<file path="config.mk">
export PLATFORM = sky130hd
export DESIGN_NAME = char_lcd_4bit_controller
export DESIGN_NICKNAME = d
export VERILOG_FILES = /design/src/rtl/core/clcd_pkg.sv /design/src/rtl/core/char_lcd_4bit_controller.sv
export SDC_FILE = /design/constraint.sdc
export NUM_CORES = 1
export LEC_CHECK = 0
export CORE_MARGIN = 2
export CORE_UTILIZATION = 34
export CTS_CLUSTER_DIAMETER = 30
export CTS_CLUSTER_SIZE = 14
export DETAILED_ROUTE_END_ITERATION = 7
export DONT_BUFFER_PORTS = 1
export PLACE_DENSITY = 0.52
export SLEW_MARGIN = 20
export SYNTH_ARGS = -nofsm -noshare
export SYNTH_HDL_FRONTEND = slang
export SYNTH_SLANG_ARGS = --single-unit
</file>
<file path="constraint.sdc">
create_clock -name clk -period 4.2 [get_ports clk]
set_input_delay 0.21 -clock clk [delete_from_list [all_inputs] [get_ports clk]]
set_output_delay 0.21 -clock clk [all_outputs]
set_load 0.01 [all_outputs]
</file>
<file path="src/rtl/core/clcd_pkg.sv">
// Package with types, codes and tables for the 4-bit character LCD controller.
package clcd_pkg;

  localparam int DELAY_BITS  = 16;
  localparam int LONG_W      = 16;
  localparam int SHORT_W     = 8;
  localparam int CFG_DATA_W  = 16;
  localparam int FONT_BYTES  = 64;
  localparam int FONT_IDX_W  = $clog2(FONT_BYTES);
  localparam int STEP_W      = 7;
  localparam int IN_DATA_W   = 24;
  localparam int IN_USER_W   = 2;
  localparam int OUT_DATA_W  = 16;

  localparam logic [STEP_W-1:0] STEP_FIRST_CMD = 7'd4;
  localparam logic [STEP_W-1:0] STEP_FONT      = 7'd9;
  localparam logic [STEP_W-1:0] STEP_LAST      = STEP_W'(9 + FONT_BYTES);

  localparam logic [LONG_W-1:0]  LONG_RESET  = 16'd50;
  localparam logic [SHORT_W-1:0] SHORT_RESET = 8'd1;

  localparam logic [7:0] NIB_FUNC_8BIT = 8'h03;
  localparam logic [7:0] NIB_FUNC_4BIT = 8'h02;
  localparam logic [7:0] CMD_HOME_ADDR = 8'h80;

  typedef enum logic {
    REG_LONG_DELAY  = 1'b0,
    REG_SHORT_DELAY = 1'b1
  } reg_index_t;

  typedef enum logic [1:0] {
    OP_TICK   = 2'd0,
    OP_CMD    = 2'd1,
    OP_DATA   = 2'd2,
    OP_CURSOR = 2'd3
  } op_t;

  typedef enum logic [7:0] {
    PH_POWER = 8'b0000_0001,
    PH_EN_A  = 8'b0000_0010,
    PH_EN_B  = 8'b0000_0100,
    PH_EN_C  = 8'b0000_1000,
    PH_LONG  = 8'b0001_0000,
    PH_POLL  = 8'b0010_0000,
    PH_GAP   = 8'b0100_0000,
    PH_IDLE  = 8'b1000_0000
  } phase_t;

  typedef struct packed {
    logic       rejected;
    logic       init_done;
    logic       ready_res;
    logic       d7_released;
    logic [3:0] data_nibble;
    logic       en_pin;
    logic       rw_pin;
    logic       rs_pin;
  } out_word_t;

  function automatic logic [7:0] init_cmd(input logic [2:0] idx);
    logic [7:0] b;
    case (idx)
      3'd0:    b = 8'h28;
      3'd1:    b = 8'h0C;
      3'd2:    b = 8'h01;
      3'd3:    b = 8'h06;
      default: b = 8'h40;
    endcase
    return b;
  endfunction

  localparam logic [7:0] FONT_ROM [FONT_BYTES] = '{
    8'h11, 8'h0A, 8'h04, 8'h1B, 8'h11, 8'h11, 8'h11, 8'h0E,
    8'h10, 8'h10, 8'h10, 8'h10, 8'h10, 8'h10, 8'h10, 8'h10,
    8'h18, 8'h18, 8'h18, 8'h18, 8'h18, 8'h18, 8'h18, 8'h18,
    8'h1C, 8'h1C, 8'h1C, 8'h1C, 8'h1C, 8'h1C, 8'h1C, 8'h1C,
    8'h1E, 8'h1E, 8'h1E, 8'h1E, 8'h1E, 8'h1E, 8'h1E, 8'h1E,
    8'h1F, 8'h1F, 8'h1F, 8'h1F, 8'h1F, 8'h1F, 8'h1F, 8'h1F,
    8'h00, 8'h00, 8'h00, 8'h00, 8'h00, 8'h00, 8'h00, 8'h00,
    8'h00, 8'h00, 8'h00, 8'h00, 8'h00, 8'h00, 8'h00, 8'h00
  };

endpackage

</file>
<file path="src/rtl/core/char_lcd_4bit_controller.sv">
// Top level of the tick-driven 4-bit character LCD controller with power-on and font load.
//
//   channel  direction  handshake            payload
//   s_*      in         s_tvalid / s_tready  tuser op, tdata value, line, column, busy_in
//   m_*      out        m_tvalid / m_tready  tdata pin levels and status
//   wr_*     in         wr_en                wr_index, wr_data
//
// Each input word is one tick and yields one output word; one word per cycle is taken while s_tready is high.
// The whole sequencer step is one pass of logic between the state registers and the
// output register, and a skid register holds a second output word while m_tready is low.
// s_tready drops only when both output registers are full.
// Reset clears the sequencer to the power-on wait and loads the delay registers.
module char_lcd_4bit_controller (
  input  logic                               clk,
  input  logic                               rst,
  input  logic                               s_tvalid,
  output logic                               s_tready,
  // Fields from bit 0: value[7:0], line[9:8], column[16:10], busy_in[17], zero fill.
  input  logic [clcd_pkg::IN_DATA_W-1:0]     s_tdata,
  // Fields from bit 0: op[1:0].
  input  logic [clcd_pkg::IN_USER_W-1:0]     s_tuser,
  output logic                               m_tvalid,
  input  logic                               m_tready,
  // Fields from bit 0: rs_pin, rw_pin, en_pin, data_nibble[6:3], d7_released,
  // ready_res, init_done, rejected, zero fill.
  output logic [clcd_pkg::OUT_DATA_W-1:0]    m_tdata,
  input  logic                               wr_en,
  input  logic                               wr_index,
  input  logic [clcd_pkg::CFG_DATA_W-1:0]    wr_data
);
  import clcd_pkg::*;

  logic [LONG_W-1:0]     long_delay_ticks;
  logic [SHORT_W-1:0]    short_delay_ticks;

  phase_t                phase, phase_next;
  logic [DELAY_BITS-1:0] delay_count, delay_count_next;
  logic [STEP_W-1:0]     init_step, init_step_next;
  logic [7:0]            byte_hold, byte_hold_next;
  logic                  rs_hold, rs_hold_next;
  logic                  low_half, low_half_next;
  logic                  pin_rs, pin_rs_next;
  logic                  pin_rw, pin_rw_next;
  logic                  pin_en, pin_en_next;
  logic [3:0]            pin_nib, pin_nib_next;
  logic                  ready_flag, ready_flag_next;
  logic                  done_flag, done_flag_next;

  logic                  skid_valid;
  out_word_t             skid_word;
  out_word_t             out_word;
  out_word_t             new_word;

  op_t                   op;
  logic [7:0]            in_value;
  logic [1:0]            in_line;
  logic [6:0]            in_column;
  logic                  in_busy;
  logic [6:0]            cursor_addr;

  logic                  accepted;
  logic                  rejected;
  logic                  start_item;
  logic                  begin_b;
  logic                  begin_rs;
  logic [7:0]            begin_val;
  logic                  start_nib;
  logic                  start_poll;
  logic [STEP_W-1:0]     font_off;
  logic [STEP_W-1:0]     cmd_off;

  logic                  in_acc;
  logic                  out_pop;

  assign op        = op_t'(s_tuser[1:0]);
  assign in_value  = s_tdata[7:0];
  assign in_line   = s_tdata[9:8];
  assign in_column = s_tdata[16:10];
  assign in_busy   = s_tdata[17];

  assign cursor_addr = 7'({in_line - 2'd1, 6'd0}) + (in_column - 7'd1);

  always_comb begin
    phase_next       = phase;
    delay_count_next = delay_count;
    init_step_next   = init_step;
    byte_hold_next   = byte_hold;
    rs_hold_next     = rs_hold;
    low_half_next    = low_half;
    pin_rs_next      = pin_rs;
    pin_rw_next      = pin_rw;
    pin_en_next      = pin_en;
    pin_nib_next     = pin_nib;
    ready_flag_next  = ready_flag;
    done_flag_next   = done_flag;
    accepted         = 1'b0;
    rejected         = 1'b0;
    start_item       = 1'b0;
    begin_b          = 1'b0;
    begin_rs         = 1'b0;
    begin_val        = 8'd0;
    start_nib        = 1'b0;
    start_poll       = 1'b0;

    if (op != OP_TICK) begin
      if (ready_flag && phase == PH_IDLE) begin
        accepted        = 1'b1;
        ready_flag_next = 1'b0;
        begin_b         = 1'b1;
        case (op)
          OP_CMD: begin
            begin_val = in_value;
            begin_rs  = 1'b0;
          end
          OP_DATA: begin
            begin_val = in_value;
            begin_rs  = 1'b1;
          end
          default: begin
            begin_val = CMD_HOME_ADDR + {1'b0, cursor_addr};
            begin_rs  = 1'b0;
          end
        endcase
      end else begin
        rejected = 1'b1;
      end
    end

    if (!accepted && phase != PH_IDLE) begin
      if (delay_count > DELAY_BITS'(1)) begin
        delay_count_next = delay_count - DELAY_BITS'(1);
      end else begin
        case (phase)
          PH_POWER: begin
            init_step_next = '0;
            start_item     = 1'b1;
          end
          PH_EN_A: begin
            pin_rw_next      = 1'b0;
            pin_en_next      = 1'b1;
            phase_next       = PH_EN_B;
            delay_count_next = DELAY_BITS'(short_delay_ticks);
          end
          PH_EN_B: begin
            pin_rw_next      = 1'b0;
            pin_en_next      = 1'b0;
            phase_next       = PH_EN_C;
            delay_count_next = DELAY_BITS'(short_delay_ticks);
          end
          PH_EN_C: begin
            if (!low_half) begin
              low_half_next = 1'b1;
              start_nib     = 1'b1;
            end else if (!done_flag && init_step <= STEP_W'(1)) begin
              phase_next       = PH_LONG;
              delay_count_next = DELAY_BITS'(long_delay_ticks);
            end else begin
              start_poll = 1'b1;
            end
          end
          PH_LONG: begin
            init_step_next = init_step + STEP_W'(1);
            start_item     = 1'b1;
          end
          PH_POLL: begin
            pin_rs_next = 1'b0;
            pin_rw_next = 1'b0;
            pin_en_next = 1'b0;
            if (in_busy) begin
              phase_next       = PH_GAP;
              delay_count_next = DELAY_BITS'(1);
            end else begin
              phase_next = PH_IDLE;
              if (done_flag) begin
                ready_flag_next = 1'b1;
              end else if (init_step >= STEP_LAST) begin
                done_flag_next  = 1'b1;
                ready_flag_next = 1'b1;
              end else begin
                init_step_next = init_step + STEP_W'(1);
                start_item     = 1'b1;
              end
            end
          end
          PH_GAP: begin
            start_poll = 1'b1;
          end
          default: begin
            phase_next = PH_IDLE;
          end
        endcase
      end
    end

    if (start_poll) begin
      pin_rs_next      = 1'b0;
      pin_rw_next      = 1'b1;
      pin_en_next      = 1'b1;
      phase_next       = PH_POLL;
      delay_count_next = DELAY_BITS'(short_delay_ticks);
    end

    font_off = init_step_next - STEP_FONT;
    cmd_off  = init_step_next - STEP_FIRST_CMD;

    if (start_item) begin
      if (init_step_next < STEP_FIRST_CMD) begin
        byte_hold_next = (init_step_next < STEP_W'(3)) ? NIB_FUNC_8BIT : NIB_FUNC_4BIT;
        rs_hold_next   = 1'b0;
        low_half_next  = 1'b1;
        start_nib      = 1'b1;
      end else if (init_step_next < STEP_FONT) begin
        begin_b   = 1'b1;
        begin_val = init_cmd(cmd_off[2:0]);
        begin_rs  = 1'b0;
      end else if (init_step_next < STEP_LAST) begin
        begin_b   = 1'b1;
        begin_val = FONT_ROM[font_off[FONT_IDX_W-1:0]];
        begin_rs  = 1'b1;
      end else begin
        begin_b   = 1'b1;
        begin_val = CMD_HOME_ADDR;
        begin_rs  = 1'b0;
      end
    end

    if (begin_b) begin
      byte_hold_next = begin_val;
      rs_hold_next   = begin_rs;
      low_half_next  = 1'b0;
      start_nib      = 1'b1;
    end

    if (start_nib) begin
      pin_rs_next      = rs_hold_next;
      pin_rw_next      = 1'b0;
      pin_en_next      = 1'b0;
      pin_nib_next     = low_half_next ? byte_hold_next[3:0] : byte_hold_next[7:4];
      phase_next       = PH_EN_A;
      delay_count_next = DELAY_BITS'(short_delay_ticks);
    end
  end

  always_comb begin
    new_word.rs_pin      = pin_rs_next;
    new_word.rw_pin      = pin_rw_next;
    new_word.en_pin      = pin_en_next;
    new_word.data_nibble = pin_nib_next;
    new_word.d7_released = (phase_next == PH_POLL);
    new_word.ready_res   = ready_flag_next;
    new_word.init_done   = done_flag_next;
    new_word.rejected    = rejected;
  end

  assign s_tready = !skid_valid;
  assign in_acc   = s_tvalid && s_tready;
  assign out_pop  = m_tvalid && m_tready;
  assign m_tdata  = OUT_DATA_W'(out_word);

  always_ff @(posedge clk) begin
    if (rst) begin
      long_delay_ticks  <= LONG_RESET;
      short_delay_ticks <= SHORT_RESET;
    end else if (wr_en) begin
      case (reg_index_t'(wr_index))
        REG_LONG_DELAY:  long_delay_ticks  <= wr_data[LONG_W-1:0];
        REG_SHORT_DELAY: short_delay_ticks <= wr_data[SHORT_W-1:0];
        default:         long_delay_ticks  <= long_delay_ticks;
      endcase
    end
  end

  always_ff @(posedge clk) begin
    if (rst) begin
      phase       <= PH_POWER;
      delay_count <= DELAY_BITS'(LONG_RESET);
      init_step   <= '0;
      byte_hold   <= '0;
      rs_hold     <= 1'b0;
      low_half    <= 1'b0;
      pin_rs      <= 1'b0;
      pin_rw      <= 1'b0;
      pin_en      <= 1'b0;
      pin_nib     <= '0;
      ready_flag  <= 1'b0;
      done_flag   <= 1'b0;
    end else if (in_acc) begin
      phase       <= phase_next;
      delay_count <= delay_count_next;
      init_step   <= init_step_next;
      byte_hold   <= byte_hold_next;
      rs_hold     <= rs_hold_next;
      low_half    <= low_half_next;
      pin_rs      <= pin_rs_next;
      pin_rw      <= pin_rw_next;
      pin_en      <= pin_en_next;
      pin_nib     <= pin_nib_next;
      ready_flag  <= ready_flag_next;
      done_flag   <= done_flag_next;
    end
  end

  always_ff @(posedge clk) begin
    if (rst) begin
      m_tvalid   <= 1'b0;
      skid_valid <= 1'b0;
    end else begin
      if (out_pop) begin
        if (skid_valid) begin
          skid_valid <= 1'b0;
        end else if (!in_acc) begin
          m_tvalid <= 1'b0;
        end
      end
      if (in_acc) begin
        if (!m_tvalid || out_pop) begin
          m_tvalid <= 1'b1;
        end else begin
          skid_valid <= 1'b1;
        end
      end
    end
  end

  always_ff @(posedge clk) begin
    if (out_pop && skid_valid) begin
      out_word <= skid_word;
    end else if (in_acc && (!m_tvalid || out_pop)) begin
      out_word <= new_word;
    end
    if (in_acc && m_tvalid && !out_pop) begin
      skid_word <= new_word;
    end
  end

  a_skid_behind_out: assert property (@(posedge clk) disable iff (rst)
    skid_valid |-> m_tvalid)
    else $error("skid register holds a word while the output register is empty");

  a_ready_implies_done: assert property (@(posedge clk) disable iff (rst)
    ready_flag |-> done_flag)
    else $error("controller reports ready before initialization finished");

  a_done_sticks: assert property (@(posedge clk) disable iff (rst)
    done_flag |=> done_flag)
    else $error("init done flag fell without reset");

  a_request_clears_ready: assert property (@(posedge clk) disable iff (rst)
    (in_acc && op != OP_TICK && ready_flag && phase == PH_IDLE) |=>
      (!ready_flag && phase == PH_EN_A))
    else $error("accepted request did not start a byte");

endmodule

</file>
==> run_results.csv, run 1 <==
group,metric,value,unit
status,status,"finished, final reports clean",
die,start_util,0.349,
grt,grt_pass1_vias,5478,
sta,finalWorstSetupSlack,0.365,ns
grt,overflow,0,
die,dieArea,19700,um2
min_path,hold_depth,2,
finish,final_common_cell,"nand2_1",
grt,grt_antenna_before_repair,0,
setup_path,r2r_setup_slack,0.37,ns
sta,finalHoldViolations,0,
grt,grt_pass1_wl,29000,um
logic_synthesis,synth-main-ff-cell,"dfxtp_1",
sta,finalSetupViolCount,0,
detailed_routing,wl_per_cell,16.8,um
sta,slew_headroom,0.316,
die,ios,66,
cts,clock_tree.root_cell,"clkbuf_16",
detailed_routing,drt_wl_total,17900,um
setup_path,arrival,3.95,ns
job,drv_cap,0,
logic_synthesis,ys_warn_count,0,
finish,fin_nets,892,
setup_path,rr_endpoint,"m_tdata[4]$_DFFE_PP_",
finish,n_antenna_cell,0,
grt,grt_max_degree,61,
cts,cts.sinks,98,
power_and_ir_drop,irDropWorstVdd,0.000246,V
logic_synthesis,netlist.area_leader.share,0.241,
logic_synthesis,synth.lib_cells_used.distinct,80,
detailed_routing,first_pass_iters,6,
logic_synthesis,synth_edf_count,22,
placed_design,port_buffers,0,
cts,clk_pin_slew,0.07,ns
setup_path,cp.required,4.31,ns
sta,tns,0,ns
setup_path,cp-start-kind,"flop",
logic_synthesis,yosys.area.top_type,"dfxtp_1",
sta,fmax,0.261,GHz
cts,cts_tree,"yes",
detailed_routing,vias,5886,
logic_synthesis,syn_avg_cell_area,7.79,um2
cts,cts_hold_buf,23,
setup_path,rr_startpoint,"phase[5]$_SDFFE_PP0P_",
placed_design,post-place-ws,0.427,ns
cts,clk_latency,0.36,ns
logic_synthesis,synthArstFlopShare,0,
grt,grt.total_usage,0.183,
sta,grt_setup_unrepaired,"no",
finish,multi_input_area,3810,um2
cts,post-cts-setup-buffers,0,
cts,cts_max_level,3,
detailed_routing,route.met2.wl,8020,um
detailed_routing,detail_route.vias_per_cell,5.55,
sta,min_period,3.83,ns
sta,worstMarginPinSlew,1.02,ns
min_path,min_to,"short_delay_ticks[1]$_SDFFE_PP0P_",
sta,worst_clock_skew,0.00766,ns
finish,num-fill-cells,1903,
detailed_routing,drc,0,
logic_synthesis,synth_area_leaders,"dfxtp_1 24%, edfxtp_1 10%, nand2_1 7.1%",
power_and_ir_drop,power_density,308,nW/um2
detailed_routing,wl_met3,879,um
finish,mostFrequentLayoutCells,"119 x nand2_1, 85 x nor2_1, 82 x a21oi_1, 76 x dfxtp_1",
sta,fin_crit_sh,0.913,
logic_synthesis,syn-cell-area,6320,um2
finish,synthToLayoutAreaGrowth,13.6,%
setup_path,cp_max_fo,12,
setup_path,endpoint_kind,"flop",
setup_path,r2r_cells,11,
cts,clockBufferDepth,2,
detailed_routing,detail-route-antenna-nets,0,
cts,cts_made_buffers,9,
die,die_w,140,um
finish,drive_gt1_frac,0.108,
min_path,worstHoldStart,"wr_index",
power_and_ir_drop,p_clk_frac,0.364,
power_and_ir_drop,leakage,2.68,nW
die,die_h,140,um
placed_design,dp_hpwl,12800,um
min_path,hp-class,"input port to flop",
power_and_ir_drop,combinationalPowerShare,0.166,
power_and_ir_drop,internal-power,1.56,mW
detailed_routing,drt_iter0_markers,287,
finish,regArea,2180,um2
logic_synthesis,synth-seq-area-share,0.345,
logic_synthesis,yosys_register_bits,98,
detailed_routing,top_layer,"met4",
power_and_ir_drop,seqPwrFrac,0.469,
die,rows,49,
cts,cts-resized-gates,0,
logic_synthesis,synthCells,811,
sta,slew_violations,0,
placed_design,place_congestion,0.852,
power_and_ir_drop,swShare,0.292,
detailed_routing,wl_met1,8660,um
power_and_ir_drop,power.switching,646,uW
die,core_area,18100,um2
setup_path,critical_path_class,"flop to flop",
[power groups by stage]
stage,clock (mW),combinational (mW),sequential [mW]
3_5_place_dp,0,0.337,1.06
4_1_cts,0.831,0.369,1.04
3_3_place_gp,0,0.335,1.06
6_report,0.806,0.368,1.04
5_1_grt,0.868,0.415,1.04
2_1_floorplan,0,0.275,1.05
[worst max-delay path: stages, from the launching register on]
cell and delay (ns):
dfxtp_1 0.55, nor4b_1 0.52, o211ai_1 0.22, a2111o_1 0.57, nor2_1 0.13, a21oi_1 0.07, buf_4 0.17, ha_1 0.26
a41oi_1 0.33, a32oi_1 0.18, mux2_2 0.31, mux2_2 0.26
[registers in the layout, summed over array words and instances (netlist names)]
name,flops
byte_hold,8
short_delay_ticks,8
pin_en,1
delay_count,16
pin_rs,1
phase,8
pin_rw,1
m_tvalid,1
ready_flag,1
skid_word,11
pin_nib,4
rs_hold,1
init_step,7
low_half,1
long_delay_ticks,16
done_flag,1
m_tdata,11
skid_valid,1
[synth_stat cells, types with 9 or more instances]
cell type and n:
clkbuf_1 44, a21oi_1 83, xnor2_1 21, a211oi_1 16
inv_1 26, ha_1 16, nand2_1 119, a31oi_1 15
nor3_1 24, edfxtp_1 22, nor2_1 85, o211ai_1 12
nor4_1 10, dfxtp_1 76, mux2_2 9, a22oi_1 11
o21ai_0 36, or3_1 11, nand3_1 27
[final cells by class]
type	count	share of cell area
Tap cell	229	0.0399
Inverter	26	0.0136
Clock inverter	7	0.00837
Sequential cell	98	0.304
Clock buffer	9	0.0314
Multi-Input combinational cell	633	0.530
Timing Repair Buffer	59	0.0722
[per-layer routing]
layer  global-route usage  vias to the layer above
li1                     -                     2945
met1                0.260                     2738
met2                0.286                      177
met3               0.0311                       26
met4               0.0537                        0
met5                    0                        -
[worst max path at each step]
stage,start,endpoint,slack [ns]
after floorplan,init_step[1]$_SDFFE_PP0P_,skid_word[3]$_DFFE_PP_,0.46
after global placement,phase[5]$_SDFFE_PP0P_,m_tdata[4]$_DFFE_PP_,0.45
after detailed placement,phase[5]$_SDFFE_PP0P_,m_tdata[4]$_DFFE_PP_,0.43
after CTS,phase[5]$_SDFFE_PP0P_,m_tdata[4]$_DFFE_PP_,0.40
after global routing,phase[5]$_SDFFE_PP0P_,m_tdata[6]$_DFFE_PP_,0.11
final,phase[5]$_SDFFE_PP0P_,m_tdata[4]$_DFFE_PP_,0.37
[cell families (layout without fill, tap and decap cells)]
logic type	count (synthesis)	in the layout	share of synthesized area
and+or+nand+nor	331	331	0.254
adders and majority gates	17	17	0.0349
xor gates and xnor gates	29	29	0.0402
AOI/OAI and AO/OA	238	238	0.246
other	1	5	0.000594
muxes	13	13	0.0224
buffers and inverters	84	101	0.0562
DFF	98	98	0.345
[metrics by stage]
| step | cells | utilization | hold WS, ns | cell area (um2) | total power, mW |
|---|---|---|---|---|---|
| global route | 1061 | 0.397 | 0.00700 | 7180 | 2.33 |
| global placement | 1022 | 0.367 | 0.286 | 6640 | 1.39 |
| finish | 1061 | 0.397 | 0.0103 | 7180 | 2.21 |
| detailed placement | 1022 | 0.367 | 0.291 | 6640 | 1.40 |
| CTS | 1061 | 0.397 | 0.000188 | 7170 | 2.24 |
| floorplan | 815 | - | 0.306 | 6330 | 1.32 |
Note: power is estimated with default switching activity, not from simulation.
==> run 2, diff against run 1 <==
--- a/config.mk
+++ b/config.mk
@@ -6,12 +6,12 @@
 export NUM_CORES = 1
 export LEC_CHECK = 0
 export CORE_MARGIN = 2
-export CORE_UTILIZATION = 34
+export CORE_UTILIZATION = 40
 export CTS_CLUSTER_DIAMETER = 30
 export CTS_CLUSTER_SIZE = 14
 export DETAILED_ROUTE_END_ITERATION = 7
 export DONT_BUFFER_PORTS = 1
-export PLACE_DENSITY = 0.52
+export PLACE_DENSITY = 0.58
 export SLEW_MARGIN = 20
 export SYNTH_ARGS = -nofsm -noshare
 export SYNTH_HDL_FRONTEND = slang
==> run 2 against run 1 <==
  * Highest routed layer unchanged
  * Clock-buffer cell count grew 1
  * Sequential cell count unchanged
  * Critical path depth unchanged
  * Worst hold slack gained 0.062 ns
  * Die area down 15%
  * Clock skew is 0.0037 ns higher
  * Total power is 2.6% higher
  * Sequential power about the same
  * Combinational power about the same
  * Final area is 0.14% higher
==> run_results.csv, run 2 (synthesis results as in run 1) <==
group,metric,value,unit
status,status,"finished, final reports clean",
power_and_ir_drop,power,2.27,mW
sta,min_period,3.85,ns
grt,grt_max_degree,61,
placed_design,port_buffers,0,
sta,tns,0,ns
cts,clk_pin_slew,0.08,ns
grt,grt_pass1_wl,28700,um
finish,design_area,7190,um2
min_path,hold_depth,2,
grt,grt_antenna_before_repair,0,
finish,synthToLayoutAreaGrowth,13.7,%
power_and_ir_drop,seqPwrFrac,0.459,
cts,cts_made_buffers,9,
detailed_routing,detail-route-antenna-nets,0,
setup_path,cp_max_fo,12,
detailed_routing,first_pass_iters,6,
sta,fin_crit_sh,0.917,
finish,final_common_cell,"nand2_1",
sta,slew_violations,0,
setup_path,cp.required,4.31,ns
power_and_ir_drop,power.switching,646,uW
power_and_ir_drop,leakage,2.67,nW
placed_design,postPlaceCellArea,6570,um2
detailed_routing,wl_per_cell,17.4,um
setup_path,arrival,3.96,ns
finish,mostFrequentLayoutCells,"119 x nand2_1, 84 x nor2_1, 82 x a21oi_1, 76 x dfxtp_1, 36 x o21ai_0",
cts,post-cts-setup-buffers,0,
grt,grt.total_usage,0.218,
die,rows,45,
detailed_routing,detail_route.vias_per_cell,5.79,
power_and_ir_drop,internal-power,1.62,mW
setup_path,r2r_cells,11,
sta,finalSetupViolCount,0,
setup_path,cp-start-kind,"flop",
power_and_ir_drop,p_clk_frac,0.379,
power_and_ir_drop,combinationalPowerShare,0.162,
finish,drive_gt1_frac,0.104,
die,core_area,15300,um2
detailed_routing,drt_wl_total,18100,um
sta,fmax,0.260,GHz
cts,clock_tree.root_cell,"clkbuf_16",
sta,slew_headroom,0.356,
die,ios,66,
cts,clockBufferDepth,2,
die,start_util,0.413,
cts,cts_max_level,3,
finish,largestRegisters,"delay_count (16), long_delay_ticks (16)",
detailed_routing,drt_iter0_markers,505,
grt,overflow,0,
setup_path,endpoint_kind,"flop",
setup_path,critical_path_class,"flop to flop",
placed_design,post-place-ws,0.179,ns
placed_design,place_congestion,0.930,
sta,grt_setup_unrepaired,"no",
power_and_ir_drop,irDropWorstVdd,0.000184,V
die,die_h,130,um
power_and_ir_drop,power_density,316,nW/um2
detailed_routing,drc,0,
cts,cts_tree,"yes",
cts,clk_latency,0.36,ns
cts,cts.sinks,98,
sta,finalWorstSetupSlack,0.349,ns
grt,grt_pass1_vias,5555,
sta,worst_clock_skew,0.0114,ns
finish,fin_nets,890,
job,drv_cap,0,
sta,finalHoldViolations,0,
min_path,hp-class,"input port to flop",
die,dieArea,16800,um2
finish,n_antenna_cell,0,
die,die_w,130,um
detailed_routing,vias,6029,
placed_design,dp_hpwl,12900,um
power_and_ir_drop,swShare,0.285,
sta,worstMarginPinSlew,0.966,ns
run 2: cell types whose count changed in the layout (fill, tap and decap cells not counted), moves of 2 or more:
cell / before / now
dlygate4sd3_1: 22 / 26
clkinv_4: 3 / 0
nor2b_2: 0 / 2
buf_4: 36 / 30
run 2: final cells by class:
| class | count | area, um2 |
|---|---|---|
| Inverter | 26 | 97.6 |
| Clock buffer | 10 | 229 |
| Timing Repair Buffer | 57 | 513 |
| Clock inverter | 6 | 71.3 |
| Multi-Input combinational cell | 633 | 3830 |
| Tap cell | 211 | 264 |
| Sequential cell | 98 | 2180 |
| Fill cell | 1507 | 8130 |
run 2: power groups by stage:
stage                     combinational, mW  clock (mW)  sequential (mW)
after detailed placement              0.330           0             1.06
after global routing                  0.411       0.908             1.05
final                                 0.368       0.859             1.04
after CTS                             0.364       0.877             1.04
after global placement                0.324           0             1.06
after floorplan                       0.275           0             1.05
run 2: repair_timing:
action	4_1_cts	5_1_grt
endpoints found under the hold margin	64	0
resized for setup	0	4
endpoints found under the setup margin	0	6
hold buffers	27	0
run 2: metrics by stage:
step	std cells	hold WS [ns]	util
floorplan	815	0.306	-
global placement	998	0.285	0.429
detailed placement	998	0.287	0.429
CTS	1041	0.0572	0.468
global route	1041	0.0586	0.469
finish	1041	0.0721	0.469
run 2: final timing paths:
path	start	to	slack (ns)
worst max-delay path	delay_count[7]$_SDFFE_PP0P_	m_tdata[4]$_DFFE_PP_	0.35
worst min-delay path	s_tvalid	skid_valid$_SDFF_PP0_	0.07
worst max register to register	delay_count[7]$_SDFFE_PP0P_	m_tdata[4]$_DFFE_PP_	0.35
worst min register to register	pin_nib[3]$_SDFFE_PP0P_	pin_nib[3]$_SDFFE_PP0P_	0.46
run 2: worst max-delay path: stages (launching register included):
cell and delay, ns:
dfxtp_1 0.37, or4_1 0.65, nor2b_1 0.33, nand3_4 0.21
o31ai_1 0.37, a22o_1 0.31, buf_4 0.23, nor3_1 0.10
a41oi_1 0.31, a32oi_1 0.15, mux2_2 0.31, mux2_2 0.26
run 2: metal layers:
layer / share of wire / GRT usage
met2: 0.45 / 0.340
met4: 0.022 / 0.0822
met5: 0 / 0
met1: 0.46 / 0.297
met3: 0.065 / 0.0450
==> run 3, diff against run 2 <==
--- a/config.mk
+++ b/config.mk
@@ -11,6 +11,7 @@
 export CTS_CLUSTER_SIZE = 14
 export DETAILED_ROUTE_END_ITERATION = 7
 export DONT_BUFFER_PORTS = 1
+export GPL_TIMING_DRIVEN = 0
 export PLACE_DENSITY = 0.58
 export SLEW_MARGIN = 20
 export SYNTH_ARGS = -nofsm -noshare
==> run 3 against run 2 <==
  * Utilization did not move
  * First-iteration DRC count up 28%
  * Global-route usage increased by 2.1 points
  * Critical endpoint is now skid_word[3]$_DFFE_PP_
  * Clock skew is 0.0033 ns lower
  * Critical path type unchanged
  * Sequential share of layout area barely moved
  * Routed wire length increased by 8.9%
  * Largest power group unchanged
  * Total power is essentially flat
  * Cell count rose by 1.9%
  * Clock power is 2% lower
==> run_results.csv, run 3 (synthesis results as in run 1) <==
group,metric,value,unit
finish,mostFrequentLayoutCells,"119 x nand2_1, 84 x nor2_1, 81 x a21oi_1, 75 x dfxtp_1, 42 x clkbuf_1",
setup_path,slowest_stage,"or4_1",
setup_path,critical_path_class,"flop to flop",
finish,fin_cells,1061,
die,start_util,0.413,
finish,drive_gt1_frac,0.0941,
cts,cts.sinks,98,
finish,fin_nets,910,
sta,fin_crit_sh,0.944,
min_path,hp-class,"input port to flop",
die,ios,66,
setup_path,arrival,4.16,ns
finish,n_antenna_cell,0,
setup_path,endpoint_kind,"flop",
cts,cts_tree,"yes",
sta,finalHoldViolations,0,
detailed_routing,drc,0,
setup_path,crit_path_cell_trace,"or4_1 > clkbuf_1 > nand2b_4 > nor3_4 > nand2b_1 > buf_2 > a21oi_4 > ha_2 > o21ai_0 > nor2_2 > o21ai_0 > o2111ai_1 > a31oi_1 > nand3b_1 > a31oi_1",
grt,grt_max_degree,18,
sta,worst_clock_skew,0.00804,ns
cts,clock_tree.root_cell,"clkbuf_16",
die,core_area,15300,um2
finish,final_common_cell,"nand2_1",
setup_path,cp-start-kind,"flop",
detailed_routing,detail-route-antenna-nets,0,
finish,largestRegisters,"delay_count (16), long_delay_ticks (16)",
finish,synthToLayoutAreaGrowth,13.7,%
power_and_ir_drop,irDropWorstVdd,0.000185,V
die,rows,45,
placed_design,dp_hpwl,14600,um
detailed_routing,drt_iter0_markers,648,
sta,min_period,3.96,ns
placed_design,place_congestion,0.914,
cts,clockBufferDepth,2,
grt,grt.total_usage,0.239,
job,drv_cap,0,
grt,overflow,0,
power_and_ir_drop,power,2.27,mW
power_and_ir_drop,leakage,2.64,nW
setup_path,cp.required,4.39,ns
sta,slew_violations,0,
setup_path,max_stage_delay,0.53,ns
grt,grt_pass1_vias,5848,
cts,cts_max_level,3,
die,die_w,130,um
finish,num-fill-cells,1539,
grt,grt_pass1_wl,31100,um
cts,clk_latency,0.36,ns
detailed_routing,vias,6256,
grt,grt_antenna_before_repair,0,
detailed_routing,first_pass_iters,5,
placed_design,placed_cells,1026,
sta,worstMarginPinSlew,0.971,ns
die,dieArea,16800,um2
detailed_routing,detail_route.vias_per_cell,5.90,
sta,slew_headroom,0.353,
cts,clk_pin_slew,0.07,ns
power_and_ir_drop,power_density,316,nW/um2
setup_path,cp_max_fo,10,
die,die_h,130,um
sta,fmax,0.252,GHz
detailed_routing,drt_wl_total,19700,um
status,status,"finished, final reports clean",
detailed_routing,wl_per_cell,18.5,um
cts,cts_made_buffers,9,
sta,finalSetupViolCount,0,
placed_design,port_buffers,0,
## run 3: final timing paths
kind                                             startpoint                           endpoint  slack, ns  depth (start not counted)
worst max-delay path            delay_count[7]$_SDFFE_PP0P_             skid_word[3]$_DFFE_PP_       0.24                         15
worst min-delay path                             wr_data[1]  short_delay_ticks[1]$_SDFFE_PP0P_       0.01                          2
worst max register to register  delay_count[7]$_SDFFE_PP0P_             skid_word[3]$_DFFE_PP_       0.24                         15
worst min register to register          pin_en$_SDFFE_PP0P_                pin_en$_SDFFE_PP0P_       0.46                          2
## run 3: worst max-delay path, delay by kind of cell (launching register included)
kind	cells	cell delay, ns
fa+ha+maj	1	0.28
flops	1	0.37
buf+inv	2	0.40
simple gates	6	1.67
compound gates	6	1.07
## run 3: per-layer routing
layer / vias to the layer above / part of all wire / routed length [um] / track usage
met1: 2974 / 0.47 / 9200 / 0.334
li1: 2989 / - / - / -
met5: - / 0 / 0 / 0
met2: 256 / 0.44 / 8680 / 0.369
met4: 0 / 0.021 / 420 / 0.0715
met3: 37 / 0.070 / 1390 / 0.0512
## run 3: cell type report
class	instances	area (um2)	share of cell area
Buffer	57	258	0.0359
Clock buffer	11	254	0.0353
Clock inverter	5	41.3	0.00575
Inverter	26	97.6	0.0136
Multi-Input combinational cell	633	3890	0.542
Sequential cell	98	2180	0.304
Tap cell	211	264	0.0367
Timing Repair Buffer	20	193	0.0268
## run 3: timing repair
item,in CTS,in global routing
hold endpoints to repair,21,0
setup endpoints to repair,12,22
gates cloned,0,0
gates resized for setup,6,16
buffers inserted,0,3
pin swaps,0,3
hold buffers,17,0
## run 3: through the flow
| stage | hold WS, ns | TNS, ns | util | worst slack, ns | area [um2] |
|---|---|---|---|---|---|
| 6_report | 0.0136 | 0 | 0.469 | 0.237 | 7190 |
| 4_1_cts | 0.00413 | 0 | 0.463 | 0.0184 | 7090 |
| 3_3_place_gp | 0.307 | -1.61 | 0.431 | -0.331 | 6600 |
| 3_5_place_dp | 0.324 | -2.57 | 0.431 | -0.433 | 6600 |
| 2_1_floorplan | 0.306 | 0 | - | 0.459 | 6330 |
| 5_1_grt | 0.00243 | -0.00205 | 0.469 | -0.00205 | 7190 |
## run 3: report_power, final
part,leakage [nW],internal [mW],switching (mW)
sequential,0.836,1.00,0.0336
combinational,1.66,0.148,0.241
clock,0.144,0.446,0.396
total,2.64,1.60,0.671
